[src/rtl/xtea_pkg.sv]
// Shared types, constants and helper functions for the XTEA cipher core.
// Used by every module in rtl/; depends on nothing else.
package xtea_pkg;

  localparam int unsigned ROUNDS = 32;
  localparam int unsigned CELLS  = 2 * ROUNDS;
  localparam int unsigned WORD_W = 32;
  localparam int unsigned KEY_N  = 4;

  localparam logic [WORD_W-1:0] DELTA = 32'h9E37_79B9;

  typedef logic [WORD_W-1:0] word_t;
  typedef logic [KEY_N-1:0][WORD_W-1:0] key_set_t;

  typedef enum logic [1:0] {
    KEY_W0 = 2'd0,
    KEY_W1 = 2'd1,
    KEY_W2 = 2'd2,
    KEY_W3 = 2'd3
  } key_idx_t;

  localparam word_t KEY_W0_RESET = 32'h0000_FDA5;
  localparam word_t KEY_W1_RESET = 32'h0000_D54E;
  localparam word_t KEY_W2_RESET = 32'h0000_FC00;
  localparam word_t KEY_W3_RESET = 32'h0000_B55A;

  // One block in flight.
  typedef struct packed {
    logic  cmd;
    word_t left;
    word_t right;
  } beat_t;

  // Fixed per-cell round constants.
  typedef struct packed {
    logic  odd;
    word_t sum_enc;
    word_t sum_dec;
  } cell_ctl_t;

  // Output stage status toward the top level.
  typedef struct packed {
    logic out_full;
    logic skid_full;
  } ostage_stat_t;

  function automatic word_t mix(input word_t x);
    return ((x << 4) ^ (x >> 5)) + x;
  endfunction

  // Cell c does half a round. Cell 2r updates the first word of the
  // direction's round r, cell 2r+1 the second word.
  function automatic cell_ctl_t cell_ctl(input int unsigned c);
    cell_ctl_t   ctl;
    int unsigned n;
    logic [63:0] prod_enc;
    logic [63:0] prod_dec;
    n              = (c + 1) >> 1;
    prod_enc       = 64'(DELTA) * 64'(n);
    prod_dec       = 64'(DELTA) * 64'(ROUNDS - n);
    ctl.odd        = c[0];
    ctl.sum_enc    = prod_enc[WORD_W-1:0];
    ctl.sum_dec    = prod_dec[WORD_W-1:0];
    return ctl;
  endfunction

endpackage

[src/rtl/xtea_ostage.sv]
// Output register plus skid register at the end of the cell chain.
// Depends on xtea_pkg.
module xtea_ostage (
  input  logic                   clk,
  input  logic                   rst,
  input  logic                   last_valid,
  input  xtea_pkg::beat_t        last_beat,
  input  logic                   stall,
  output logic                   valid,
  output xtea_pkg::beat_t        beat,
  output xtea_pkg::ostage_stat_t stat
);

  logic            skid_valid;
  xtea_pkg::beat_t skid_beat;
  logic            take;
  logic            load_last;

  assign take      = valid && !stall;
  // The chain only moves while the skid register is empty.
  assign load_last = last_valid && !skid_valid;

  always_ff @(posedge clk) begin
    if (rst) begin
      valid      <= 1'b0;
      skid_valid <= 1'b0;
    end else begin
      if (take || !valid) begin
        valid <= skid_valid || load_last;
      end
      if (skid_valid) begin
        if (take) begin
          skid_valid <= 1'b0;
        end
      end else if (load_last && valid && !take) begin
        skid_valid <= 1'b1;
      end
    end
  end

  always_ff @(posedge clk) begin
    if (take || !valid) begin
      if (skid_valid) begin
        beat <= skid_beat;
      end else begin
        beat <= last_beat;
      end
    end
    if (!skid_valid && load_last && valid && !take) begin
      skid_beat <= last_beat;
    end
  end

  assign stat.out_full  = valid;
  assign stat.skid_full = skid_valid;

endmodule

[config.mk]
export PLATFORM = sky130hd
export DESIGN_NAME = xtea_ostage
export DESIGN_NICKNAME = d
export VERILOG_FILES = /design/src/rtl/xtea_pkg.sv /design/src/rtl/xtea_ostage.sv
export SDC_FILE = /design/constraint.sdc
export NUM_CORES = 1
export LEC_CHECK = 0
export ABC_AREA = 1
export BUFFER_PORTS_ARGS = -buffer_cell sky130_fd_sc_hd__buf_2
export CORE_ASPECT_RATIO = 1.2
export CORE_UTILIZATION = 55
export DETAILED_ROUTE_END_ITERATION = 12
export PLACE_DENSITY = 0.84
export SKIP_CTS_REPAIR_TIMING = 1
export SYNTH_ARGS = -nofsm -noshare
export SYNTH_HDL_FRONTEND = slang
export SYNTH_SLANG_ARGS = --single-unit
[constraint.sdc]
create_clock -name clk -period 10 [get_ports clk]
set_input_delay 1.5 -clock clk [delete_from_list [all_inputs] [get_ports clk]]
set_output_delay 1.5 -clock clk [all_outputs]
set_load 0.01 [all_outputs]
# After elaboration in Yosys (flattened, before gate mapping)
# Index checks and enable logic that the tools add are counted.
[totals]
out_inout_bits = 68
ff_bits = 132
[op_classes]
n_reduce_logical = 13
mux = 4
[op_table]
columns = ["op", "count"]
rows = [
  ["two-way mux 65 bit", 1],
  ["logical AND 1 bit", 7],
  ["zero test 1 bit", 4],
  ["two-way mux 1 bit", 3],
  ["logical OR 1 bit", 2],
]

# Depth between registers and ports, before layout
# Gate-level depths: netlist of the first run.
[logic_depth]
depth_word = 6
depth_mapped = 6
mapped_depth_nobuf = 4

# Least setup slack after synthesis of the first run
# Ideal clock, no wire load.
[synth_timing]
path_kind = "input -> register"
startpoint = "in stall"
endpoint = "reg skid_beat[0] in the netlist's numbering, enable pin"
required_ns = 9.581
setup_slack_ns = 5.375
path_buffers = 0
cell_stages = 4
arrival_ns = 4.206
path_cell_list = "nand2_1 -> inv_1 -> nand2_1 -> inv_1"
[synth_via]
elab_chain_len = 4
[synth_rtl]
columns = ["item", "line", "source"]
rows = [
  ["start, declared", "xtea_ostage.sv:8", "input logic stall,"],
  ["zero test 1 bit", "xtea_ostage.sv:19", "assign take = valid && !stall;"],
  ["logical AND 1 bit", "xtea_ostage.sv:19", ""],
  ["zero test 1 bit", "xtea_ostage.sv:49", "if (!skid_valid && load_last && valid && !take) begin"],
  ["logical AND 1 bit", "xtea_ostage.sv:49", ""],
  ["end signal, assigned", "xtea_ostage.sv:50", "skid_beat <= last_beat;"],
  ["end, declared", "xtea_ostage.sv:15", "xtea_pkg::beat_t skid_beat;"],
]
# No other way between the ends.
# A chain may end at the register's enable or synchronous reset.

# Worst setup path after layout of the first run
[layout_timing]
startpoint = "reg skid_valid"
endpoint = "out stat[0] in the netlist's numbering"
[layout_lines]
columns = ["item", "line", "source"]
rows = [
  ["start, declared", "xtea_ostage.sv:14", "logic skid_valid;"],
  ["start signal, assigned", "xtea_ostage.sv:26", "skid_valid <= 1'b0;"],
  ["start signal, assigned", "xtea_ostage.sv:33", "skid_valid <= 1'b0;"],
  ["start signal, assigned", "xtea_ostage.sv:36", "skid_valid <= 1'b1;"],
  ["end, declared", "xtea_ostage.sv:11", "output xtea_pkg::ostage_stat_t stat"],
]
# No word-level cell between the ends.

==> run summary, run 1 <==
RSZ-0062 raised after global routing - false
Hold Path Class - reg -> reg
Final #Nets - 565
Clk buf depth - 2
Crit path largest cell delay - 0.71 ns
Synth top area cells - edfxtp_1 80%, nand2_1 15%, buf_6 1.6%, buf_2 0.82%, dfxtp_1 0.82%
Run status - finished, final reports clean
Pin count of the biggest net entering global routing - 68
Post-synthesis simple-gate area fraction - 0.155
WP data required - 8.50 ns
Total power - 1.27 mW
WHS Path Cells - 2
Worst Skew - 0.0104 ns
Fmax - 292 MHz
Hold_sp - skid_beat[32]
Placed cell count - 594
Crit path arrival time - 1.92 ns
Non-Filler Instances - 625
Setup crit start kind - flip-flop
Measured slew at the worst slew-check pin - 1.09 ns
IO Port Bufs - 136
DRT Pass-1 Iters - 4
Initial DRC Count - 284
Combinational power share - 0.071
Adder-cell share of the synthesized area - 0
Most frequent cells in the layout - 198 x nand2_1, 136 x buf_2, 130 x edfxtp_1
Share of the synthesized area in the top cell type - 0.804
CTS tree - done
Minimum clock period - 3.42 ns
Post-Synthesis Cells - 356
Final Hold Slack - 0.513 ns
Mapped Area - 0.00486 mm^2
Internal power - 1.00 mW
Worst r2r src - valid
Root Driver - clkbuf_8
Die Area - 0.00921 mm^2
CTS clock-pin slew for the worst setup and hold paths - 0.05 ns
Final WL - 9240 um
Period Utilization, post-route - 0.342
Rows - 37
Max Cap Violations - 0
Layout cells sized above 1 - 0.321
Post-route antenna net violation count - 0
Yosys warns - 0
H-tree depth - 4
Critical path capture point type - primary output
Die width - 87.8 um
Reg-to-reg endpoint - skid_beat[38]
Ant diodes - 0
CP Max Fanout - 37
Synth cell types - 11
Avg WL per Cell - 14.8 um
Post-synthesis mux area share - 0
Sequential area share after synthesis - 0.812
Critical path type - reg -> out
I/O pin count - 137
Grt met3 use - 0.0750
R2R depth - 5
Final hold vios - 0
Via density - 4.87
Initial core utilization - 0.567
Pins Over Slew Limit - 0
Slowest CP cell - dfxtp_2
Gpl congestion - 0.785
R2r setup slk - 7.49 ns
Pre-CTS WS - 6.27 ns
Met2 usage - 0.352
Power Dens Cells - 209 mW/mm^2
Setup violations, final - 0
Register bit count reported by yosys - 132
Post-synthesis xor/xnor area fraction - 0
CTS buffer count - 17
Finished Core Util - 0.709
Clock share of power - 0.412
Setup slack after layout - 6.58 ns
Vias in the first global route - 3,063
Post-route DRC - 0
Grt ovf - 0
Area Growth Syn to Fin - 25.0%
Net Switching - 0.267 mW
VDD IR max - 0.136 mV
First-pass GRT wire length - 14,300 um
Sw frac - 0.210
Leakage - 2.67 nW
Mean Syn Cell Area - 13.6 um^2
Largest family of logic cells by synthesized area - simple AND/OR/NAND/NOR gates
Setup Total Neg Slack - 0 ns
Synth Area in Compound Gates - 0.00232
Worst min-delay path endpoint - beat[32]
Rel. slew slack - 0.274
Flop pwr share - 0.518
Via count - 3,046
Clock sinks - 132
HPWL Detailed - 6020 um
Met1 Track Usage GR - 0.246
Clk_lat worst skew - 0.52 ns
Post-Layout Inst Area - 0.00607 mm^2
Post-Syn Nets - 425
CP cell instances - buf_4 -> buf_2
GR Util All Layers - 0.219
Most common cell after layout, fill and taps aside - nand2_1
Core Region - 0.00856 mm^2
Top Usage Layer GRT - met2
Die height - 105 um
Antenna violations before repair - 0
Area leader, netlist - edfxtp_1
Dpl cell area - 0.00558 mm^2
==> power by group through the flow <==
stage | clock (mW) | combinational [mW] | sequential, mW
2_1_floorplan | 0 | 0.0303 | 0.680
3_3_place_gp | 0 | 0.0867 | 0.666
3_5_place_dp | 0 | 0.0902 | 0.667
4_1_cts | 0.532 | 0.0906 | 0.657
5_1_grt | 0.551 | 0.0993 | 0.659
6_report | 0.523 | 0.0896 | 0.657
==> routing by layer <==
layer | share of wire | up-vias
met4 | 0.043 | 0
met3 | 0.064 | 32
met2 | 0.52 | 138
li1 | - | 1475
met5 | 0 | -
met1 | 0.37 | 1401
==> logic make-up after synthesis <==
| logic type | count (synthesis) |
|---|---|
| flops | 132 |
| compound gates | 2 |
| buf+inv | 22 |
| simple gates | 200 |
==> sequential cells by signal, summed over array words and instances, names as in the netlist <==
register / count
skid_beat: 65
skid_valid: 1
valid: 1
beat: 65
==> layout make-up <==
cell class	instances	area, um^2
clock inverters	9	63.8
repair buffers	138	696
clock buffers	22	433
inverters	5	18.8
well taps	117	146
flip-flops and latches	132	3950
multi-input cells	202	769
fillers	599	2490
==> how the worst max path moves through the flow <==
stage / start / slack (ns) / cells after the start / end
2_1_floorplan: stall / 5.37 / 4 / skid_beat[0]
3_3_place_gp: stall / 6.35 / 6 / skid_beat[48]
3_5_place_dp: stall / 6.27 / 6 / skid_beat[56]
4_1_cts: skid_valid / 6.56 / 2 / stat[0]
5_1_grt: skid_valid / 6.49 / 2 / stat[0]
6_report: skid_valid / 6.58 / 2 / stat[0]
==> Yosys cell counts <==
cell type and n:
buf_4 2, inv_2 1, inv_1 4, dfxtp_1 2, nor2_1 1, a31oi_1 1, edfxtp_1 130, buf_6 7
nand2_1 199, a21oi_1 1, buf_2 8
==> critical path, delay by kind of cell (launching register included) <==
family,cells,cell delay [ns]
DFF,1,0.71
buffers and inverters,2,0.67
(Power assumes the default switching activity.)
==> run 2: changes to the inputs <==
--- a/config.mk
+++ b/config.mk
@@ -8,9 +8,9 @@
 export ABC_AREA = 1
 export BUFFER_PORTS_ARGS = -buffer_cell sky130_fd_sc_hd__buf_2
 export CORE_ASPECT_RATIO = 1.2
-export CORE_UTILIZATION = 55
+export CORE_UTILIZATION = 51
 export DETAILED_ROUTE_END_ITERATION = 12
-export PLACE_DENSITY = 0.84
+export PLACE_DENSITY = 0.78
 export SKIP_CTS_REPAIR_TIMING = 1
 export SYNTH_ARGS = -nofsm -noshare
 export SYNTH_HDL_FRONTEND = slang
==> constraint.sdc (replaced) <==
create_clock -name clk -period 3.32 [get_ports clk]
set_input_delay 0.498 -clock clk [delete_from_list [all_inputs] [get_ports clk]]
set_output_delay 0.498 -clock clk [all_outputs]
set_load 0.01 [all_outputs]
==> run 2 against run 1 <==
  * Final cell count increased by 0.80%
  * Combinational power rose to 3.0 times the previous value
  * Critical endpoint unchanged
  * Clock-buffer cell count fell by 1
  * Sequential share of layout area down 0.49 points
  * Wire length barely moved
==> run summary, run 2 (synthesized netlist as in run 1, its figures left out) <==
Fillers - 710 (was 599)
Met3 WL post-DR - 594 um (was 589 um)
Vias in the first global route - 3,054 (was 3,063)
Gpl congestion - 0.761 (was 0.785)
Clock sinks - 132 (unchanged)
Final hold vios - 0 (unchanged)
Met2 wire len - 4750 um (was 4810 um)
Setup slack after layout - 1.18 ns (was 6.58 ns)
First-pass GRT wire length - 14,300 um (about the same)
R2R depth - 5 (unchanged)
HPWL Detailed - 5810 um (was 6020 um)
Most frequent cells in the layout - 198 x nand2_1, 136 x buf_2, 130 x edfxtp_1 (unchanged)
Minimum clock period - 2.14 ns
Reg-to-reg endpoint - skid_beat[54] (was skid_beat[38])
Layout cells sized above 1 - 0.324 (was 0.321)
WHS Path Cells - 2 (unchanged)
Post-route met1 wirelength - 3600 um (was 3440 um)
Die width - 91.1 um (was 87.8 um)
Critical path type - reg -> out (unchanged)
Die Area - 0.00992 mm^2 (was 0.00921 mm^2)
Final #Nets - 567 (was 565)
Fmax - 467 MHz
Setup crit start kind - flip-flop (unchanged)
Root Driver - clkbuf_8 (unchanged)
CTS buffer count - 17 (unchanged)
RSZ-0062 raised after global routing - false (unchanged)
Final WL - 9230 um (was 9240 um)
Hold_sp - rst (was skid_beat[32])
Critical path capture point type - primary output (unchanged)
Period Utilization, post-route - 0.645
Setup violations, final - 0 (unchanged)
Worst r2r src - skid_valid (was valid)
VDD IR max - 0.325 mV (was 0.136 mV)
Post-route DRC - 0 (unchanged)
CTS tree - done (unchanged)
Grt ovf - 0 (unchanged)
Rel. slew slack - 0.267 (was 0.274)
Initial DRC Count - 229 (was 284)
Antenna violations before repair - 1 (was 0)
R2r setup slk - 1.52 ns (was 7.49 ns)
Hold Path Class - in -> reg (was reg -> reg)
Avg WL per Cell - 14.6 um (was 14.8 um)
Measured slew at the worst slew-check pin - 1.10 ns (was 1.09 ns)
Rows - 38 (was 37)
Clk buf depth - 2 (unchanged)
Worst Skew - 0.00603 ns (was 0.0104 ns)
IO Port Bufs - 136 (unchanged)
Core Region - 0.00913 mm^2 (was 0.00856 mm^2)
Multi-input logic area - 769 um^2 (unchanged)
Power Dens Cells - 636 mW/mm^2 (was 209 mW/mm^2)
Top flop regs - beat (65), skid_beat (65) (unchanged)
Pins Over Slew Limit - 0 (unchanged)
Area Growth Syn to Fin - 25.9% (was 25.0%)
Leakage - 2.68 nW (was 2.67 nW)
Via density - 4.78 (was 4.87)
Pin count of the biggest net entering global routing - 69 (was 68)
GR Util All Layers - 0.198 (was 0.219)
Die height - 109 um (was 105 um)
Post-route antenna net violation count - 0 (unchanged)
Run status - finished, final reports clean (unchanged)
Final Hold Slack - 0.156 ns (was 0.513 ns)
I/O pin count - 137 (unchanged)
Via count - 3,011 (was 3,046)
Setup Total Neg Slack - 0 ns (unchanged)
Clk_lat worst skew - 0.51 ns (was 0.52 ns)
Most common cell after layout, fill and taps aside - nand2_1 (unchanged)
Worst min-delay path endpoint - skid_valid (was beat[32])
Pre-CTS WS - 1.51 ns (was 6.27 ns)
Reg area - 0.00395 mm^2 (unchanged)
CP Max Fanout - 68 (was 37)
H-tree depth - 4 (unchanged)
Crit path arrival time - 1.64 ns (was 1.92 ns)
Initial core utilization - 0.532 (was 0.567)
WP data required - 2.82 ns (was 8.50 ns)
Max Cap Violations - 0 (unchanged)
CTS clock-pin slew for the worst setup and hold paths - 0.05 ns (about the same)
Highest routed metal layer - met4 (unchanged)
DRT Pass-1 Iters - 4 (unchanged)
[run 2: cell types whose count changed in the layout (fill, tap and decap cells not counted), sizes merged]
| cell | change |
|---|---|
| buf | +2 |
| bufinv | +1 |
| clkbuf | -1 |
| clkinv | -1 |
| clkinvlp | +1 |
| diode | +1 |
| inv | -1 |
[run 2: layout make-up]
class / instances / share of cell area
clock inverter: 9 / 0.0145
multi-input combinational: 202 / 0.126
clock buffer: 21 / 0.0701
tap: 120 / 0.0245
antenna: 1 / 0.000409
timing repair buffer: 140 / 0.116
sequential: 132 / 0.645
inverter: 5 / 0.00368
[run 2: report_power, final]
group / internal, mW / leakage (nW) / switching [mW]
Sequential: 1.95 / 1.28 / 0.0267
Clock: 1.04 / 0.253 / 0.604
Combinational: 0.105 / 1.15 / 0.167
Total: 3.09 / 2.68 / 0.798
[run 2: worst max-delay path: stages, from the launching register on]
cell and delay [ns]:
dfxtp_2 0.33, buf_4 0.54, buf_2 0.25
[run 2: how the worst max path moves through the flow]
| stage | endpoint | cells after the start | startpoint |
|---|---|---|---|
| after global placement | skid_beat[52] | 5 | skid_valid |
| after global routing | stat[0] | 2 | skid_valid |
| after detailed placement | skid_beat[55] | 5 | skid_valid |
| final | stat[0] | 2 | skid_valid |
| after floorplan | skid_beat[0] | 4 | stall |
| after CTS | stat[0] | 2 | skid_valid |
[run 2: metrics by stage]
| stage | power [mW] | cells | cell area, um^2 | util |
|---|---|---|---|---|
| finish | 3.89 | 630 | 6120 | 0.670 |
| CTS | 3.92 | 629 | 6120 | 0.670 |
| global route | 4.02 | 629 | 6120 | 0.670 |
| floorplan | 2.14 | 356 | 4860 | - |
| detailed placement | 2.28 | 599 | 5600 | 0.613 |
| global placement | 2.27 | 599 | 5600 | 0.613 |
[run 2: metal layers]
| metal | vias up | GRT usage |
|---|---|---|
| met5 | - | 0 |
| met2 | 114 | 0.325 |
| met3 | 23 | 0.0767 |
| li1 | 1477 | - |
| met4 | 0 | 0.118 |
| met1 | 1397 | 0.222 |
==> run 3: changes to the inputs <==
==> constraint.sdc (replaced) <==
create_clock -name clk -period 2.1 [get_ports clk]
set_input_delay 0.315 -clock clk [delete_from_list [all_inputs] [get_ports clk]]
set_output_delay 0.315 -clock clk [all_outputs]
set_load 0.01 [all_outputs]
==> run 3 against run 2 <==
  * Worst setup slack got worse by 0.75 ns
  * Sequential cell count unchanged
  * Clock power increased by 71%
  * Register-to-register slack got worse by 0.88 ns
  * Critical path depth unchanged
  * Largest power group unchanged
==> run summary, run 3 (synthesized netlist as in run 1, its figures left out) <==
Core Region - 0.00913 mm^2 (unchanged)
Most common cell after layout, fill and taps aside - nand2_1 (unchanged)
Post-route antenna net violation count - 0 (unchanged)
Internal power - 5.12 mW (was 3.09 mW)
CTS buffer count - 17 (unchanged)
Run status - finished, final reports clean (unchanged)
Hold Path Class - in -> reg (unchanged)
Rows - 38 (unchanged)
Antenna violations before repair - 0 (was 1)
Initial DRC Count - 235 (was 229)
Setup Total Neg Slack - 0 ns (unchanged)
Crit path arrival time - 1.36 ns (was 1.64 ns)
HPWL Detailed - 6140 um (was 5810 um)
First-pass GRT wire length - 14,500 um (was 14,300 um)
CP Max Fanout - 33 (was 68)
Pins Over Slew Limit - 0 (unchanged)
I/O pin count - 137 (unchanged)
Initial core utilization - 0.532 (unchanged)
Flop pwr share - 0.481 (was 0.507)
GR Util All Layers - 0.201 (was 0.198)
Critical path type - reg -> out (unchanged)
Measured slew at the worst slew-check pin - 0.559 ns (was 1.10 ns)
Top flop regs - beat (65), skid_beat (65) (unchanged)
Pin count of the biggest net entering global routing - 45 (was 69)
Power Dens Cells - 944 mW/mm^2 (was 636 mW/mm^2)
Die height - 109 um (unchanged)
Combinational power share - 0.085 (was 0.070)
Vias in the first global route - 3,003 (was 3,054)
Layout cells sized above 1 - 0.304 (was 0.324)
Most frequent cells in the layout - 197 x nand2_1, 136 x buf_2, 130 x edfxtp_1 (was 198 x nand2_1, 136 x buf_2, 130 x edfxtp_1)
Clk_lat worst skew - 0.52 ns (was 0.51 ns)
Setup crit start kind - flip-flop (unchanged)
Via count - 3,330 (was 3,011)
WP data required - 1.78 ns (was 2.82 ns)
Fillers - 598 (was 710)
Sw frac - 0.210 (was 0.205)
Worst Skew - 0.00775 ns (was 0.00603 ns)
Grt ovf - 0 (unchanged)
RSZ-0062 raised after global routing - false (unchanged)
Die Area - 0.00992 mm^2 (unchanged)
Via density - 4.76 (was 4.78)
Clock share of power - 0.435 (was 0.423)
Critical path capture point type - primary output (unchanged)
Root Driver - clkbuf_8 (unchanged)
VDD IR max - 0.606 mV (was 0.325 mV)
Clk buf depth - 2 (unchanged)
Final WL - 10,700 um (was 9230 um)
CTS clock-pin slew for the worst setup and hold paths - 0.06 ns (was 0.05 ns)
Area Growth Syn to Fin - 41.3% (was 25.9%)
Period Utilization, post-route - 0.797
Max Cap Violations - 0 (unchanged)
Gpl congestion - 0.753 (was 0.761)
Setup violations, final - 0 (unchanged)
CTS tree - done (unchanged)
Post-route DRC - 0 (unchanged)
Leakage - 2.98 nW (was 2.68 nW)
DRT Pass-1 Iters - 4 (unchanged)
R2r setup slk - 0.64 ns (was 1.52 ns)
Minimum clock period - 1.67 ns
Rel. slew slack - 0.627 (was 0.267)
Final hold vios - 0 (unchanged)
Die width - 91.1 um (unchanged)
Net Switching - 1.36 mW (was 0.798 mW)
Clock sinks - 132 (unchanged)
Fmax - 597 MHz
Avg WL per Cell - 15.3 um (was 14.6 um)
Final #Nets - 635 (was 567)
IO Port Bufs - 136 (unchanged)
Final Hold Slack - 0.00807 ns (was 0.156 ns)
H-tree depth - 4 (unchanged)
## run 3: cell types whose count changed in the layout (fill, tap and decap cells not counted), sizes merged
cell,before,now
buf,140,143
bufinv,2,3
dlygate4sd3,0,65
clkinv,7,5
clkinvlp,1,3
clkbuf,21,22
## run 3: layout make-up
class | instances | area (um^2) | area share
repair buffers | 208 | 1400 | 0.203
flip-flops and latches | 132 | 3950 | 0.575
multi-input cells | 202 | 781 | 0.114
clock inverters | 10 | 133 | 0.0193
inverters | 5 | 22.5 | 0.00328
clock buffers | 22 | 433 | 0.0630
well taps | 120 | 150 | 0.0219
diodes | 1 | 2.50 | 0.000364
## run 3: critical path, cell delays in order (launching register included)
cell and delay (ns):
dfxtp_2 0.32, buf_4 0.32, buf_2 0.20
## run 3: power by group through the flow
stage / Sequential, mW / Clock, mW / Combinational, mW
global placement: 3.16 / 0 / 0.433
floorplan: 3.24 / 0 / 0.147
detailed placement: 3.17 / 0 / 0.447
CTS: 3.12 / 2.85 / 0.452
finish: 3.12 / 2.82 / 0.548
global route: 3.13 / 2.94 / 0.600
## run 3: final timing paths
path | end | startpoint | depth (start not counted)
worst min-delay path | skid_beat[31] | last_beat[31] | 1
worst max-delay path | stat[0] | skid_valid | 2
worst min register to register | beat[11] | skid_beat[11] | 2
worst max register to register | beat[26] | valid | 2
## run 3: layer usage
layer | wire length (um) | global-route usage | vias to the layer above
li1 | - | - | 1618
met1 | 3930 | 0.214 | 1549
met2 | 5830 | 0.358 | 136
met3 | 605 | 0.0774 | 27
met4 | 338 | 0.0816 | 0
met5 | 0 | 0 | -
## run 3: through the flow
stage                      util  std cells  instance area (um^2)  power [mW]  setup WS, ns
after global routing      0.752        699                  6860        6.67         0.345
after global placement    0.619        602                  5650        3.60         0.580
after detailed placement  0.619        602                  5650        3.62         0.544
final                     0.752        700                  6870        6.48         0.425
after floorplan               -        356                  4880        3.38       -0.0379
after CTS                 0.681        634                  6210        6.42         0.388
