<file path="src/rtl/xtea_pkg.sv">
// Shared types, constants and helper functions for the XTEA cipher core.
// Used by every module in rtl/; depends on nothing else.
package xtea_pkg;

  localparam int unsigned ROUNDS = 32;
  localparam int unsigned CELLS  = 2 * ROUNDS;
  localparam int unsigned WORD_W = 32;
  localparam int unsigned KEY_N  = 4;

  localparam logic [WORD_W-1:0] DELTA = 32'h9E37_79B9;

  typedef logic [WORD_W-1:0] word_t;
  typedef logic [KEY_N-1:0][WORD_W-1:0] key_set_t;

  typedef enum logic [1:0] {
    KEY_W0 = 2'd0,
    KEY_W1 = 2'd1,
    KEY_W2 = 2'd2,
    KEY_W3 = 2'd3
  } key_idx_t;

  localparam word_t KEY_W0_RESET = 32'h0000_FDA5;
  localparam word_t KEY_W1_RESET = 32'h0000_D54E;
  localparam word_t KEY_W2_RESET = 32'h0000_FC00;
  localparam word_t KEY_W3_RESET = 32'h0000_B55A;

  // One block in flight.
  typedef struct packed {
    logic  cmd;
    word_t left;
    word_t right;
  } beat_t;

  // Fixed per-cell round constants.
  typedef struct packed {
    logic  odd;
    word_t sum_enc;
    word_t sum_dec;
  } cell_ctl_t;

  // Output stage status toward the top level.
  typedef struct packed {
    logic out_full;
    logic skid_full;
  } ostage_stat_t;

  function automatic word_t mix(input word_t x);
    return ((x << 4) ^ (x >> 5)) + x;
  endfunction

  // Cell c does half a round. Cell 2r updates the first word of the
  // direction's round r, cell 2r+1 the second word.
  function automatic cell_ctl_t cell_ctl(input int unsigned c);
    cell_ctl_t   ctl;
    int unsigned n;
    logic [63:0] prod_enc;
    logic [63:0] prod_dec;
    n              = (c + 1) >> 1;
    prod_enc       = 64'(DELTA) * 64'(n);
    prod_dec       = 64'(DELTA) * 64'(ROUNDS - n);
    ctl.odd        = c[0];
    ctl.sum_enc    = prod_enc[WORD_W-1:0];
    ctl.sum_dec    = prod_dec[WORD_W-1:0];
    return ctl;
  endfunction

endpackage

</file>
<file path="src/rtl/xtea_cell.sv">
// One half-round cell of the XTEA pipeline with its stage register.
// Depends on xtea_pkg.
module xtea_cell (
  input  logic                clk,
  input  logic                rst,
  input  logic                en,
  input  xtea_pkg::cell_ctl_t ctl,
  input  xtea_pkg::key_set_t  key,
  input  logic                prev_valid,
  input  xtea_pkg::beat_t     prev_beat,
  output logic                valid,
  output xtea_pkg::beat_t     beat
);

  xtea_pkg::word_t sum;
  xtea_pkg::word_t src;
  xtea_pkg::word_t dst;
  xtea_pkg::word_t f;
  xtea_pkg::word_t upd;
  logic            upd_left;
  logic [1:0]      kidx;
  xtea_pkg::beat_t beat_next;

  // Updating the left word uses key index sum[1:0], the right word sum[12:11].
  always_comb begin
    sum      = prev_beat.cmd ? ctl.sum_dec : ctl.sum_enc;
    upd_left = ~(ctl.odd ^ prev_beat.cmd);
    kidx     = upd_left ? sum[1:0] : sum[12:11];
    src      = upd_left ? prev_beat.right : prev_beat.left;
    dst      = upd_left ? prev_beat.left : prev_beat.right;
    f        = xtea_pkg::mix(src) ^ (sum + key[kidx]);
    upd      = prev_beat.cmd ? (dst - f) : (dst + f);
    beat_next       = prev_beat;
    if (upd_left) begin
      beat_next.left = upd;
    end else begin
      beat_next.right = upd;
    end
  end

  always_ff @(posedge clk) begin
    if (rst) begin
      valid <= 1'b0;
    end else if (en) begin
      valid <= prev_valid;
    end
  end

  always_ff @(posedge clk) begin
    if (en) begin
      beat <= beat_next;
    end
  end

endmodule

</file>
<file path="config.mk">
export PLATFORM = sky130hd
export DESIGN_NAME = xtea_cell
export DESIGN_NICKNAME = d
export VERILOG_FILES = /design/src/rtl/xtea_pkg.sv /design/src/rtl/xtea_cell.sv
export SDC_FILE = /design/constraint.sdc
export NUM_CORES = 1
export LEC_CHECK = 0
export BUFFER_PORTS_ARGS = -buffer_cell sky130_fd_sc_hd__buf_2
export CAP_MARGIN = 40
export CELL_PAD_IN_SITES_DETAIL_PLACEMENT = 0
export CELL_PAD_IN_SITES_GLOBAL_PLACEMENT = 1
export CORE_ASPECT_RATIO = 2
export CORE_MARGIN = 1
export CORE_UTILIZATION = 35
export CTS_CLUSTER_DIAMETER = 30
export DETAILED_ROUTE_END_ITERATION = 7
export PLACE_DENSITY_LB_ADDON = 0.08
export SLEW_MARGIN = 20
export SYNTH_ARGS = -nofsm -noshare
export SYNTH_HDL_FRONTEND = slang
export SYNTH_SLANG_ARGS = --single-unit
</file>
<file path="constraint.sdc">
create_clock -name clk -period 8.8 [get_ports clk]
set_input_delay 0.88 -clock clk [delete_from_list [all_inputs] [get_ports clk]]
set_output_delay 0.88 -clock clk [all_outputs]
set_load 0.01 [all_outputs]
</file>
Word level (Yosys, flattened, before mapping). Cells that the tools add are included.

$add $sub $neg: 4. Order comparisons: 1. Multiplexer cells: 9. Bitwise operators: 3.

Operators with widths (count): two-way mux 32 bit (7); adder 32 bit (3); binary-select mux 32 bit (select 2 bit) (1); subtractor 32 bit (1); bitwise XOR 32 x 27 -> 32 bit (1); bitwise XOR 32 bit (1); less-than comparator 2 x 3 -> 1 bit (second input constant) (1); two-way mux 2 bit (1); bitwise XOR 1 bit (1).

Bits in registers: 66. Bits of input ports: 262. Output and inout bits: 66. Word-level logic and storage cells: 21.

Depth between registers and ports, before layout. Gate-level depths: netlist of the first run.

Depth after elaboration: 9. Gate-level depth with buffers: 35.

Least setup slack after synthesis of the first run. Ideal clock, no wire load.

Path kind: input to register. From: in ctl[64] (netlist bit). To: reg beat[31] (netlist bit), data pin. Data arrival time: 8.068 ns. Data required time: 8.534 ns. Path slack: 0.466 ns. Stages on the path: 29. Path buffers: 5. Cell sequence: clkbuf_1 -> mux4_2 -> clkbuf_1 -> buf_1 -> mux4_2 -> ha_1 -> clkbuf_1 -> o21ai_0 -> o21ai_0 -> nand4_1 -> nand3_1 -> a2111oi_0 -> or4_1 -> xnor2_1 -> nand2_1 -> or4_1 -> nor2_1 -> a21oi_1 -> xor2_1 -> ha_1 -> nand2_1 -> or3_1 -> o41ai_1 -> a21o_1 -> clkbuf_1 -> xnor2_1 -> a22o_1 -> a31o_2 -> nand4bb_1.

RTL lines: from (decl) (RTL line xtea_cell.sv:7) `input xtea_pkg::cell_ctl_t ctl,`; to (signal assigned) (RTL line xtea_cell.sv:51) `beat <= beat_next;`; to (decl) (RTL line xtea_cell.sv:12) `output xtea_pkg::beat_t beat`.

==> results.md, run 1 <==
Clock tree:
- The later pin in the worst-skew pair is clocked with a latency of roughly 340 ps.
- In this run, CTS created clock tree buffers numbering 9.
- The cell sitting at the root of the clock tree is a sky130_fd_sc_hd__clkbuf_16.
- No sink is reached through more buffers than the 2 on the longest clock path.
- The number of hold buffers added after cts is 0.
- The number of clock sinks is 66.
- The clock transition at the registers of the reported paths is 60 ps.
- The H-tree was split into 3 levels.
- The TritonCTS clock tree is done.

Synthesis:
- The synthesized area divided by synthesized cell count is slightly above 8 um2.
- The share of synthesized registers carrying an async set or reset is 0.
- The part of the Yosys area used for sequential elements is 0.183.
- Synthesis produced a netlist whose cell count is 1332.
- The number of distinct library cells after synthesis is 72.
- The mapped netlist covers 0.0108 mm2.
- The most instantiated flip-flop cell in the synthesis netlist is sky130_fd_sc_hd__edfxtp_1.
- The synthesis-stage register bit count is 66.
- The number of nets in the synthesized netlist is 1693.
- Yosys printed 0 warnings.
- The share of synthesized area in the top cell type comes to 0.181.
- Sorting the synthesized cells by area gives the leading types as sky130_fd_sc_hd__edfxtp_1 (18%), sky130_fd_sc_hd__ha_1 (11%), sky130_fd_sc_hd__nand2_1 (8.7%).
- The synthesized design spends more area on one cell type than any other, namely sky130_fd_sc_hd__edfxtp_1.
- Counting flops with a built-in enable in the synthesized netlist gives 65.

Detailed routing:
- The average wire length per cell after detail routing is 18.7 um.
- Once detail routing completed, the nets flagged for antenna violations numbered 0.
- The number of DRC markers in iteration 0 is 491.
- The first TritonRoute pass finished after 7 iterations.
- Across all layers, the routed design uses 11000 vias.
- For this run, design rule violations remaining after detail routing come to 0.
- The final layout contains routed wiring with a total length of 38400 um.
- In the routed layout, each cell is associated on average with a via count of 5.39.

Global route:
- Summed over all layers, the global routing overflow is 0.
- The global router's overall resource usage is 0.243.
- The number of antenna violations at the first check in global routing is 1.
- Entering global routing, the biggest net connects 67 pins.
- The first global-routing pass estimated 59000 um of wire.
- The via count of the first global-routing pass is 11400.

Layout:
- At the end of the flow, the number of nets in the layout was 2035.
- The top cell types in the final layout, fill and taps aside, are sky130_fd_sc_hd__buf_2 (327), sky130_fd_sc_hd__nand2_1 (249), sky130_fd_sc_hd__o21ai_0 (105).
- The diode insertion count for antenna repair is 0.
- The filler-free cell count of the finished design is 2047.
- The area growth from synthesis to layout is 24.6%.
- Of the cells placed in the final design, the portion with a size suffix greater than 1 is 0.284.
- Leaving out fill and tap cells, the most frequent cell in the layout is sky130_fd_sc_hd__buf_2.

Power and ir drop:
- In this run the power spent charging and discharging nets is 0.00223 W.
- The share of total power dissipated in sequential elements is 0.137.
- The power per unit of standard cell area is 334 mW/mm2.
- After layout, the design draws a total of 0.00448 W.
- The worst-case IR drop observed on VDD is 0.136 mV.
- The internal power of the cells is 0.00225 W.
- The combinational group share of total power is 0.783.
- The clock network fraction of total power is 0.080.
- Of the total power, the share spent switching nets is 0.499.
- For this design the static power due to leakage is 6.24 nW.

STA:
- The time the worst path needs with I/O delays and setup is 8230 ps.
- Headroom to the max-slew limit came out at 0.570.
- The transition time at the pin with the least slew margin is approximately 630 ps.
- The count of final hold-check violations is 0.
- In the finished design, the share of the clock period the worst path needs comes to 0.935.
- The final-report setup violation count is 0.
- The maximum clock frequency is about 0.12 GHz.
- The count of final max-slew check failures is 0.
- For the final database, setup skew stands at 0 ps.
- Setup repair after global routing left no endpoint under its margin.
- The setup TNS is 0 ps.

Placed design:
- Detailed placement finished with a half-perimeter wire length of 33700 um.
- Input and output buffers added on the ports amount to 327.
- The final weighted congestion in routability-driven placement is 0.916.
- Once placement completed, the tool counted placed cells totaling 2030.

Worst hold path:
- The worst hold path begins at valid.
- The worst hold path terminates at valid.
- The worst hold path stage count is 2.
- The type of the most critical hold path is reg2reg.

Floorplanning:
- The initialized floorplan defines 90 standard-cell rows.
- From left edge to right edge, the die measures 126 um.
- The top-level I/O count is 328.
- The core region is 0.0302 mm2.
- The initial cell density of the core is 0.357.
- From bottom edge to top edge, the die measures 250 um.
- The die covers 0.0315 mm2.

Setup path:
- The number of buffers and inverters on the critical path is 1.
- In this run the critical register-to-register path is captured at valid.
- The highest-delay cell along the critical path is sky130_fd_sc_hd__mux4_2.
- The minimum setup slack among reg-to-reg paths is 8230 ps.
- The largest fanout on the critical path is 10.
- For the worst flop-to-flop path, the logic depth is 2.
- The worst endpoint required time is roughly 8900 ps.
- The maximum cell stage delay along the critical path is 730 ps.
- The launch point of the worst reg-to-reg path is valid.
- The critical path in this run is classified as in2reg.
- Data on the critical path arrives at its endpoint at 8320 ps.
- The nature of the critical path startpoint is an input pin.
- The worst setup path is captured at a flip-flop.
- The largest delay contributor family on the critical path is simple AND/OR/NAND/NOR gates.

Status:
- The flow ran to the end, and the final reports show no timing, DRC or antenna violations.

Run:
- The tool flagged a number of max-cap violations equal to 0.
## flip-flops by register name, indices dropped and copies added (netlist names)
name	count
beat	65
valid	1
## cells by family (layout without fill, tap and decap cells)
kind of cell / Yosys count / count (layout) / synth area share
adder cells (fa/ha/maj): 99 / 99 / 0.117
buffers and inverters: 91 / 438 / 0.0319
XOR/XNOR: 154 / 154 / 0.134
flip-flops: 66 / 66 / 0.183
AO/OA/AOI/OAI: 372 / 372 / 0.220
multiplexers: 73 / 73 / 0.110
AND/OR/NAND/NOR: 477 / 477 / 0.204
## stage by stage
stage | hold WS (ps) | setup WS [ps] | utilization | cell area (um2)
after floorplan | 528 | 466 | - | 10800
after detailed placement | 481 | 7.02 | 0.434 | 13100
after global placement | 469 | 118 | 0.434 | 13100
after CTS | 494 | 384 | 0.444 | 13400
final | 487 | 571 | 0.445 | 13400
after global routing | 524 | 19.0 | 0.445 | 13400
## power groups by stage
| stage | combinational, W | sequential (W) | clock (W) |
|---|---|---|---|
| after floorplan | 0.00238 | 0.000707 | 0 |
| after global placement | 0.00352 | 0.000617 | 0 |
| after detailed placement | 0.00352 | 0.000621 | 0 |
| after CTS | 0.00353 | 0.000615 | 0.000369 |
| after global routing | 0.00390 | 0.000626 | 0.000379 |
| final | 0.00351 | 0.000612 | 0.000359 |
## tightest hold or removal path: stages, from the launching register on
cell and delay [ps]:
sky130_fd_sc_hd__dfxtp_1 320, sky130_fd_sc_hd__mux2i_1 60, sky130_fd_sc_hd__nor2_1 70
## per-layer routing
metal	share of wire	GRT usage	vias up
li1	-	-	5598
met1	0.38	0.248	5089
met2	0.56	0.489	291
met3	0.032	0.0216	57
met4	0.035	0.100	0
met5	0	0	-
## synth_stat cells (3+ instances only)
cell and n:
sky130_fd_sc_hd__nand2_1 249, sky130_fd_sc_hd__o21ai_0 105, sky130_fd_sc_hd__ha_1 96, sky130_fd_sc_hd__xnor2_1 96
sky130_fd_sc_hd__a21oi_1 90, sky130_fd_sc_hd__nor2_1 73, sky130_fd_sc_hd__edfxtp_1 65, sky130_fd_sc_hd__xor2_1 51
sky130_fd_sc_hd__a21o_1 42, sky130_fd_sc_hd__inv_1 41, sky130_fd_sc_hd__clkbuf_1 40, sky130_fd_sc_hd__mux4_2 33
sky130_fd_sc_hd__mux2_2 32, sky130_fd_sc_hd__a31oi_1 24, sky130_fd_sc_hd__and2_1 23, sky130_fd_sc_hd__nand4_1 22
sky130_fd_sc_hd__nand3_1 20, sky130_fd_sc_hd__o21a_1 20, sky130_fd_sc_hd__nor3_1 16, sky130_fd_sc_hd__a211oi_1 13
sky130_fd_sc_hd__nand2b_1 12, sky130_fd_sc_hd__o31ai_1 12, sky130_fd_sc_hd__and3_1 11, sky130_fd_sc_hd__nor2b_1 11
sky130_fd_sc_hd__o211ai_1 10, sky130_fd_sc_hd__buf_1 8, sky130_fd_sc_hd__mux2i_1 8, sky130_fd_sc_hd__and4_1 7
sky130_fd_sc_hd__nor4_1 6, sky130_fd_sc_hd__o21bai_1 6, sky130_fd_sc_hd__xnor3_1 6, sky130_fd_sc_hd__a211o_1 5
sky130_fd_sc_hd__or2_2 5, sky130_fd_sc_hd__or3_1 5, sky130_fd_sc_hd__or4_1 5, sky130_fd_sc_hd__a2111oi_0 4
sky130_fd_sc_hd__nand3b_1 4, sky130_fd_sc_hd__a31o_2 3, sky130_fd_sc_hd__fa_1 3, sky130_fd_sc_hd__o211a_1 3
sky130_fd_sc_hd__o41ai_1 3
## final cells by class
class / count / area (um2)
repair buffers: 381 / 2070
inverters: 41 / 154
multi-input cells: 1175 / 8480
clock buffers: 12 / 236
clock inverters: 4 / 52.6
well taps: 368 / 460
fillers: 3180 / 16800
flip-flops and latches: 66 / 1970
## what timing repair did
action,4_1_cts,5_1_grt
endpoints found under the setup margin,0,2
gates resized for setup,0,2
buffers inserted,0,0
## worst max path at each step
stage / startpoint / to / cells past startpoint
global route: ctl[64] / beat[31] / 28
detailed placement: ctl[64] / beat[31] / 28
CTS: ctl[64] / beat[31] / 28
floorplan: ctl[64] / beat[31] / 29
global placement: ctl[64] / beat[31] / 28
finish: ctl[64] / beat[31] / 25
(Power assumes the default switching activity.)
==> run 2, diff against run 1 <==
--- a/config.mk
+++ b/config.mk
@@ -5,15 +5,15 @@
 export SDC_FILE = /design/constraint.sdc
 export NUM_CORES = 1
 export LEC_CHECK = 0
-export BUFFER_PORTS_ARGS = -buffer_cell sky130_fd_sc_hd__buf_2
 export CAP_MARGIN = 40
 export CELL_PAD_IN_SITES_DETAIL_PLACEMENT = 0
 export CELL_PAD_IN_SITES_GLOBAL_PLACEMENT = 1
 export CORE_ASPECT_RATIO = 2
 export CORE_MARGIN = 1
-export CORE_UTILIZATION = 35
+export CORE_UTILIZATION = 44
 export CTS_CLUSTER_DIAMETER = 30
 export DETAILED_ROUTE_END_ITERATION = 7
+export DONT_BUFFER_PORTS = 1
 export PLACE_DENSITY_LB_ADDON = 0.08
 export SLEW_MARGIN = 20
 export SYNTH_ARGS = -nofsm -noshare
==> results.md, run 2 (synthesis gave the netlist of run 1 again) <==
Status:
- The run finished with clean final reports.

Global route:
- The remaining global-route overflow is 0 (unchanged).
- The global routing met3 resource utilization is 0.0264 (+0.00478).
- The via count of the first global-routing pass is 9634 (-15%).
- The met1 usage was 0.274 (+0.0262).
- The global router's overall resource usage came to 0.263 (+0.0205).
- The first-pass GRT wire length came to 50500 um (-14%).
- The number of antenna violations at the first check in global routing is 1 (unchanged).
- The global routing's busiest layer is met2.
- The pin count of the biggest net entering global routing is 70 (+4.5%).
- The met2 demand-to-capacity share in global routing is 0.500 (+0.0114).

Worst hold path:
- The startpoint of the tightest hold check path is valid.
- The sink of the worst hold path is valid.
- The worst hold path stage count is 2 (unchanged).
- The type of the most critical hold path is reg2reg.

STA:
- The transition time at the pin with the least slew margin was 771 ps (+143 ps).
- The relative slew slack is 0.482 (-0.0889).
- The minimum setup slack in the final design is 724 ps (+154 ps).
- The final-report setup violation count came to 0 (unchanged).
- The count of final max-slew check failures was 0 (unchanged).
- The share of the clock period used by the worst path came to 0.918 (-0.0175).
- The maximum clock frequency is 0.124 GHz (+1.9%).
- The count of final hold-check violations was 0 (unchanged).
- Setup repair after global routing left no endpoint under its margin.
- The time the worst path needs with I/O delays and setup was 8080 ps (-154 ps).
- The setup TNS was 0 ps (unchanged).
- The worst clock skew is 0 ps (unchanged).

Setup path:
- The highest-delay cell along the critical path is sky130_fd_sc_hd__mux4_2.
- The number of logic stages on the critical path including buffering is 26 (+4.0%).
- The data arrival at the endpoint of the critical path was 8160 ps (-160 ps).
- The nature of the critical path startpoint is an input pin.
- The depth of the worst register-to-register path was 2 (unchanged).
- The maximum cell stage delay along the critical path is 700 ps (-30 ps).
- The number of buffers and inverters on the critical path is 1 (unchanged).
- In this run the critical register-to-register path is launched from valid.
- The endpoint of the most critical register-to-register path is valid.
- The minimum setup slack among reg-to-reg paths is 8190 ps (-40 ps).
- On the critical path the largest part of the delay comes from simple AND/OR/NAND/NOR gates.
- The largest fanout on the critical path is 14 (+4).
- The worst endpoint required time is 8880 ps (about the same).
- The worst setup path is captured at a flip-flop.
- The type of the worst setup path is in2reg.

Layout:
- The final core utilization came to 0.479 (+0.0339).
- The register containing the most flip-flops in the final layout is beat.
- The largest registers in the layout are beat: 65 flops, valid: 1 flops.
- The library cells used most frequently in the layout, excluding fill and tap cells, are sky130_fd_sc_hd__nand2_1 (249), sky130_fd_sc_hd__o21ai_0 (105), sky130_fd_sc_hd__xnor2_1 (96), sky130_fd_sc_hd__ha_1 (96), sky130_fd_sc_hd__a21oi_1 (90).
- The flip-flop count of the largest register, all copies and words added came to 65 (unchanged).
- The filler-free cell count of the finished design came to 1610 (-21%).
- The final net count is 1677 (-18%).
- The share of layout cells above drive strength 1 is 0.0901 (-0.193).
- The total of fill cells in the finished design is 2327 (-27%).
- The area growth from synthesis to layout is 6.33%.
- The most common cell after layout, fill and taps aside is sky130_fd_sc_hd__nand2_1.

Floorplanning:
- The standard-cell row count came to 80 (-11%).
- The initial cell density of the core is 0.450 (+0.0933).
- The x dimension of the die is 113 um (-11%).
- The top-level I/O count is 328 (unchanged).
- The chip height is 223 um (-11%).
- The area of the die was 0.0252 mm2 (-20%).
- The core area is 0.0239 mm2 (-21%).

Clock tree:
- The number of buffers on the longest clock path is 2 (unchanged).
- The number of hold buffers added after cts came to 0 (unchanged).
- The setup fix buffers added after clock tree synthesis was 0 (unchanged).
- The tree is rooted in a sky130_fd_sc_hd__clkbuf_16.
- The clock latency on the worst-skew pair is 340 ps (about the same).
- The clock transition at the registers of the reported paths is 50 ps (about the same).
- The number of clock sinks is 66 (unchanged).
- TritonCTS built the clock tree.
- The number of buffers created by CTS is 9 (unchanged).
- The H-tree depth reported by CTS is 3 (unchanged).
- The number of cells upsized or downsized after cts is 0 (unchanged).

Placed design:
- The detailed placer's ending HPWL is 29200 um (-13%).
- The number of buffers added on ports was 0 (-100%).
- The final weighted congestion in routability-driven placement is 0.897 (-2.1%).
- The number of placed cells counting well taps is 1592 (-22%).
- The post-place setup slack is 391 ps (+383 ps).

Detailed routing:
- The average wire length per cell after detail routing is 21.1 um (+12%).
- The detailed-routing iteration count for the pre-antenna-repair pass is 5 (-2).
- The total detailed-routing wirelength is 33900 um (-12%).
- The number of remaining DRC errors came to 0 (unchanged).
- The remaining antenna violation count after routing is 0 (unchanged).
- The number of vias in the routed layout came to 9918 (-10%).
- The routed via count divided by cell count is 6.16 (+14%).
- The number of DRC markers in iteration 0 is 474 (-3.5%).

Power and ir drop:
- The switching part of the total power is 0.502 (+0.00336).
- The total power consumption of the routed design is 0.00419 W (-6.5%).
- The worst vdd rail ir drop was 0.107 mV (-21%).
- The power per unit of standard cell area came to 366 mW/mm2 (+9.6%).
- The sequential share of power was 0.170 (+0.033).
- The reported net switching power was 0.00210 W (-5.8%).
- The clock network fraction of total power is 0.085 (+0.005).
- The static power due to leakage is 4.79 nW (-23%).
- The combinational group share of total power is 0.744 (-0.039).
- The internal power of the cells is 0.00209 W (-7.1%).

Run:
- The max-cap check violation count is 0 (unchanged).
[run 2: power by group through the flow]
stage	clock, W	combinational, W	sequential, W
after floorplan	0	0.00238	0.000707
after CTS	0.000366	0.00312	0.000717
after detailed placement	0	0.00310	0.000724
after global placement	0	0.00309	0.000722
final	0.000357	0.00312	0.000714
after global routing	0.000374	0.00344	0.000732
[run 2: final cells by class]
cell class | count | area [um2] | area share
antenna | 2 | 5.00 | 0.000437
clock inverter | 7 | 77.6 | 0.00677
sequential | 66 | 1970 | 0.172
clock buffer | 9 | 225 | 0.0197
multi-input combinational | 1175 | 8460 | 0.739
inverter | 41 | 154 | 0.0134
timing repair buffer | 23 | 198 | 0.0173
tap | 287 | 359 | 0.0313
[run 2: metrics by stage]
stage	hold slack [ps]	cell area (um2)
2_1_floorplan	528	10800
3_3_place_gp	546	11100
3_5_place_dp	548	11100
4_1_cts	556	11400
5_1_grt	580	11500
6_report	552	11500
[run 2: tightest hold or removal path, cell delays in order (launching register included)]
cell and delay (ps):
sky130_fd_sc_hd__dfxtp_1 340, sky130_fd_sc_hd__mux2i_1 130, sky130_fd_sc_hd__nor2_1 50
[run 2: worst max path at each step]
stage / start / to / slack, ps
5_1_grt: ctl[64] / beat[31] / 280
4_1_cts: ctl[64] / beat[31] / 750
2_1_floorplan: ctl[64] / beat[31] / 470
3_5_place_dp: ctl[64] / beat[31] / 390
3_3_place_gp: ctl[64] / beat[31] / 570
6_report: ctl[64] / beat[31] / 720
[run 2: routing by layer]
layer | part of all wire | vias up
li1 | - | 4908
met1 | 0.37 | 4583
met2 | 0.53 | 344
met3 | 0.043 | 83
met4 | 0.052 | 0
met5 | 0 | -
==> run 3, diff against run 2 <==
--- a/config.mk
+++ b/config.mk
@@ -5,15 +5,15 @@
 export SDC_FILE = /design/constraint.sdc
 export NUM_CORES = 1
 export LEC_CHECK = 0
+export BUFFER_PORTS_ARGS = -buffer_cell sky130_fd_sc_hd__buf_2
 export CAP_MARGIN = 40
 export CELL_PAD_IN_SITES_DETAIL_PLACEMENT = 0
 export CELL_PAD_IN_SITES_GLOBAL_PLACEMENT = 1
 export CORE_ASPECT_RATIO = 2
-export CORE_MARGIN = 1
-export CORE_UTILIZATION = 44
+export CORE_MARGIN = 4
+export CORE_UTILIZATION = 42
 export CTS_CLUSTER_DIAMETER = 30
 export DETAILED_ROUTE_END_ITERATION = 7
-export DONT_BUFFER_PORTS = 1
 export PLACE_DENSITY_LB_ADDON = 0.08
 export SLEW_MARGIN = 20
 export SYNTH_ARGS = -nofsm -noshare
==> constraint.sdc (replaced) <==
create_clock -name clk -period 9.6 [get_ports clk]
set_input_delay 0.96 -clock clk [delete_from_list [all_inputs] [get_ports clk]]
set_output_delay 0.96 -clock clk [all_outputs]
set_load 0.01 [all_outputs]
==> results.md, run 3 (synthesis gave the netlist of run 1 again) <==
Clock tree:
- The number of buffers on the longest clock path is 2 (unchanged).
- The TritonCTS clock tree is done.
- The clock transition at the registers of the reported paths is 60 ps (about the same).
- The number of clock sinks was 66 (unchanged).
- The number of hold buffers added after cts was 0 (unchanged).
- The number of buffers created by CTS is 9 (unchanged).
- The H-tree depth reported by CTS was 3 (unchanged).
- The root cell of the clock tree is sky130_fd_sc_hd__clkbuf_16.
- The number of cells upsized or downsized after cts is 0 (unchanged).
- The clock latency on the worst-skew pair is 340 ps (about the same).
- The setup fix buffers added after clock tree synthesis is 0 (unchanged).

Detailed routing:
- The routed via count divided by cell count is 5.61 (-8.9%).
- The number of vias in the routed layout is 11100 (+12%).
- The number of DRC markers in iteration 0 is 547 (+15%).
- The number of remaining DRC errors came to 0 (unchanged).
- The average wire length per cell after detail routing came to 18.7 um (-11%).
- The remaining antenna violation count after routing was 0 (unchanged).
- The total detailed-routing wirelength is 36900 um (+8.8%).
- The detailed-routing iteration count for the pre-antenna-repair pass is 7 (+2).

Setup path:
- STA classifies the critical path endpoint as a flip-flop.
- The largest fanout on the critical path came to 49 (+35).
- The worst setup path is launched from an input pin.
- The type of the worst setup path is in2reg.
- The data arrival at the endpoint of the critical path is 8850 ps (+690 ps).
- The maximum cell stage delay along the critical path was 610 ps (-90 ps).
- The highest-delay cell along the critical path is sky130_fd_sc_hd__or4_1.
- The cell repeated most along the worst path is sky130_fd_sc_hd__nand2_1.
- The worst endpoint required time is 9690 ps (+810 ps).

STA:
- The worst clock skew is 0 ps (unchanged).
- Dividing the final minimum period by the clock period gives 0.912.
- The clock period could shrink to 8750 ps.
- The relative slew slack is 0.464 (-0.0177).
- The setup TNS is 0 ps (unchanged).
- Setup repair after global routing left no endpoint under its margin.
- The count of final max-slew check failures came to 0 (unchanged).
- Timing would allow up to 0.114 GHz.
- The final-report setup violation count is 0 (unchanged).
- The transition time at the pin with the least slew margin is 794 ps (+22.8 ps).
- The smallest hold slack was 505 ps (-46.4 ps).
- The count of final hold-check violations is 0 (unchanged).

Layout:
- The total of fill cells in the finished design is 2468 (+6.1%).
- Leaving out fill and tap cells, the most frequent cells in the layout are sky130_fd_sc_hd__buf_2 (327), sky130_fd_sc_hd__nand2_1 (249), sky130_fd_sc_hd__o21ai_0 (105).
- Counting flops per register, the top entry is beat.
- The diode insertion count for antenna repair is 0 (-2).
- The final core utilization was 0.522 (+0.0429).
- The largest registers in the layout are beat: 65 flops, valid: 1 flops.
- The area growth from synthesis to layout is 21.7%.
- The flip-flop and latch area is 0.00197 mm2 (unchanged).
- Leaving out fill and tap cells, the most frequent cell in the layout is sky130_fd_sc_hd__buf_2.
- The filler-free cell count of the finished design is 1977 (+23%).
- The area of combinational cells with multiple inputs came to 0.00846 mm2 (unchanged).
- The flip-flop count of the largest register, all copies and words added is 65 (unchanged).
- The share of layout cells above drive strength 1 is 0.266 (+0.176).
- The final net count is 1997 (+19%).

Floorplanning:
- The core area was 0.0251 mm2 (+5.1%).
- The top-level I/O count is 328 (unchanged).
- The standard-cell row count is 82 (+2.5%).
- The initial cell density of the core is 0.429 (-0.0217).
- The chip height was 234 um (+5.0%).
- The x dimension of the die is 121 um (+7.6%).
- The area of the die was 0.0284 mm2 (+13%).

Power and ir drop:
- The reported net switching power is 0.00198 W (-5.8%).
- The static power due to leakage is 6.06 nW (+27%).
- The sequential share of power was 0.140 (-0.030).
- The total power consumption of the routed design is 0.00399 W (-4.7%).
- The combinational group share of total power is 0.770 (+0.026).
- The internal power of the cells is 0.00201 W (-3.7%).
- The clock network fraction of total power was 0.090 (+0.005).
- The switching part of the total power is 0.497 (-0.00534).
- The power per unit of standard cell area came to 304 mW/mm2 (-17%).
- The worst vdd rail ir drop is 0.0956 mV (-10%).

Global route:
- The number of antenna violations at the first check in global routing was 0 (-1).
- The remaining global-route overflow came to 0 (unchanged).
- The first-pass GRT wire length is 56900 um (+13%).
- The via count of the first global-routing pass is 11200 (+16%).
- The global router's overall resource usage came to 0.256 (-0.00719).
- The pin count of the biggest net entering global routing is 67 (-4.3%).

Placed design:
- The detailed placer's ending HPWL is 32200 um (+10%).
- The number of placed cells counting well taps is 1960 (+23%).
- The number of buffers added on ports is 327 (+327).
- The final weighted congestion in routability-driven placement is 0.928 (+3.5%).

Worst hold path:
- The min-delay analysis places its worst path in the category reg2reg.

Run:
- The max-cap check violation count is 0 (unchanged).

Status:
- The flow ran to the end, and the final reports show no timing, DRC or antenna violations.
## run 3: worst max-delay path: cells and delay by family
family / cells / cell delay [ps]
and+or+nand+nor: 15 / 4230
buffers and inverters: 2 / 690
xor gates and xnor gates: 3 / 490
AOI/OAI and AO/OA: 7 / 1630
adders and majority gates: 2 / 800
## run 3: final timing paths
check                from       end  slack, ps  cells past startpoint
hold reg to reg     valid     valid        510                      2
setup reg to reg    valid     valid       9000                      2
hold / removal      valid     valid        510                      2
setup / recovery  ctl[64]  beat[31]        850                     29
## run 3: power by group through the flow
| stage | Clock [W] | Sequential (W) | Combinational [W] |
|---|---|---|---|
| 3_5_place_dp | 0 | 0.000568 | 0.00308 |
| 6_report | 0.000358 | 0.000560 | 0.00307 |
| 5_1_grt | 0.000380 | 0.000571 | 0.00345 |
| 3_3_place_gp | 0 | 0.000564 | 0.00307 |
| 2_1_floorplan | 0 | 0.000648 | 0.00218 |
| 4_1_cts | 0.000365 | 0.000563 | 0.00309 |
## run 3: metrics by stage
stage / instance area, um2 / worst slack (ps)
detailed placement: 12800 / 568
global route: 13100 / 153
floorplan: 10800 / 1190
CTS: 13100 / 938
finish: 13100 / 846
global placement: 12800 / 763
## run 3: layer usage
layer | wire (um) | global-route usage | share of wire | vias to the layer above
met2 | 19700 | 0.488 | 0.53 | 391
met3 | 1920 | 0.0260 | 0.052 | 91
met4 | 2040 | 0.134 | 0.055 | 0
met1 | 13300 | 0.273 | 0.36 | 5079
met5 | 0 | 0 | 0 | -
li1 | - | - | - | 5536
## run 3: layout make-up
type,instances,share of cell area
Multi-Input combinational cell,1175,0.645
Sequential cell,66,0.150
Timing Repair Buffer,343,0.136
Tap cell,336,0.0321
Clock buffer,9,0.0172
Inverter,41,0.0117
Clock inverter,7,0.00716
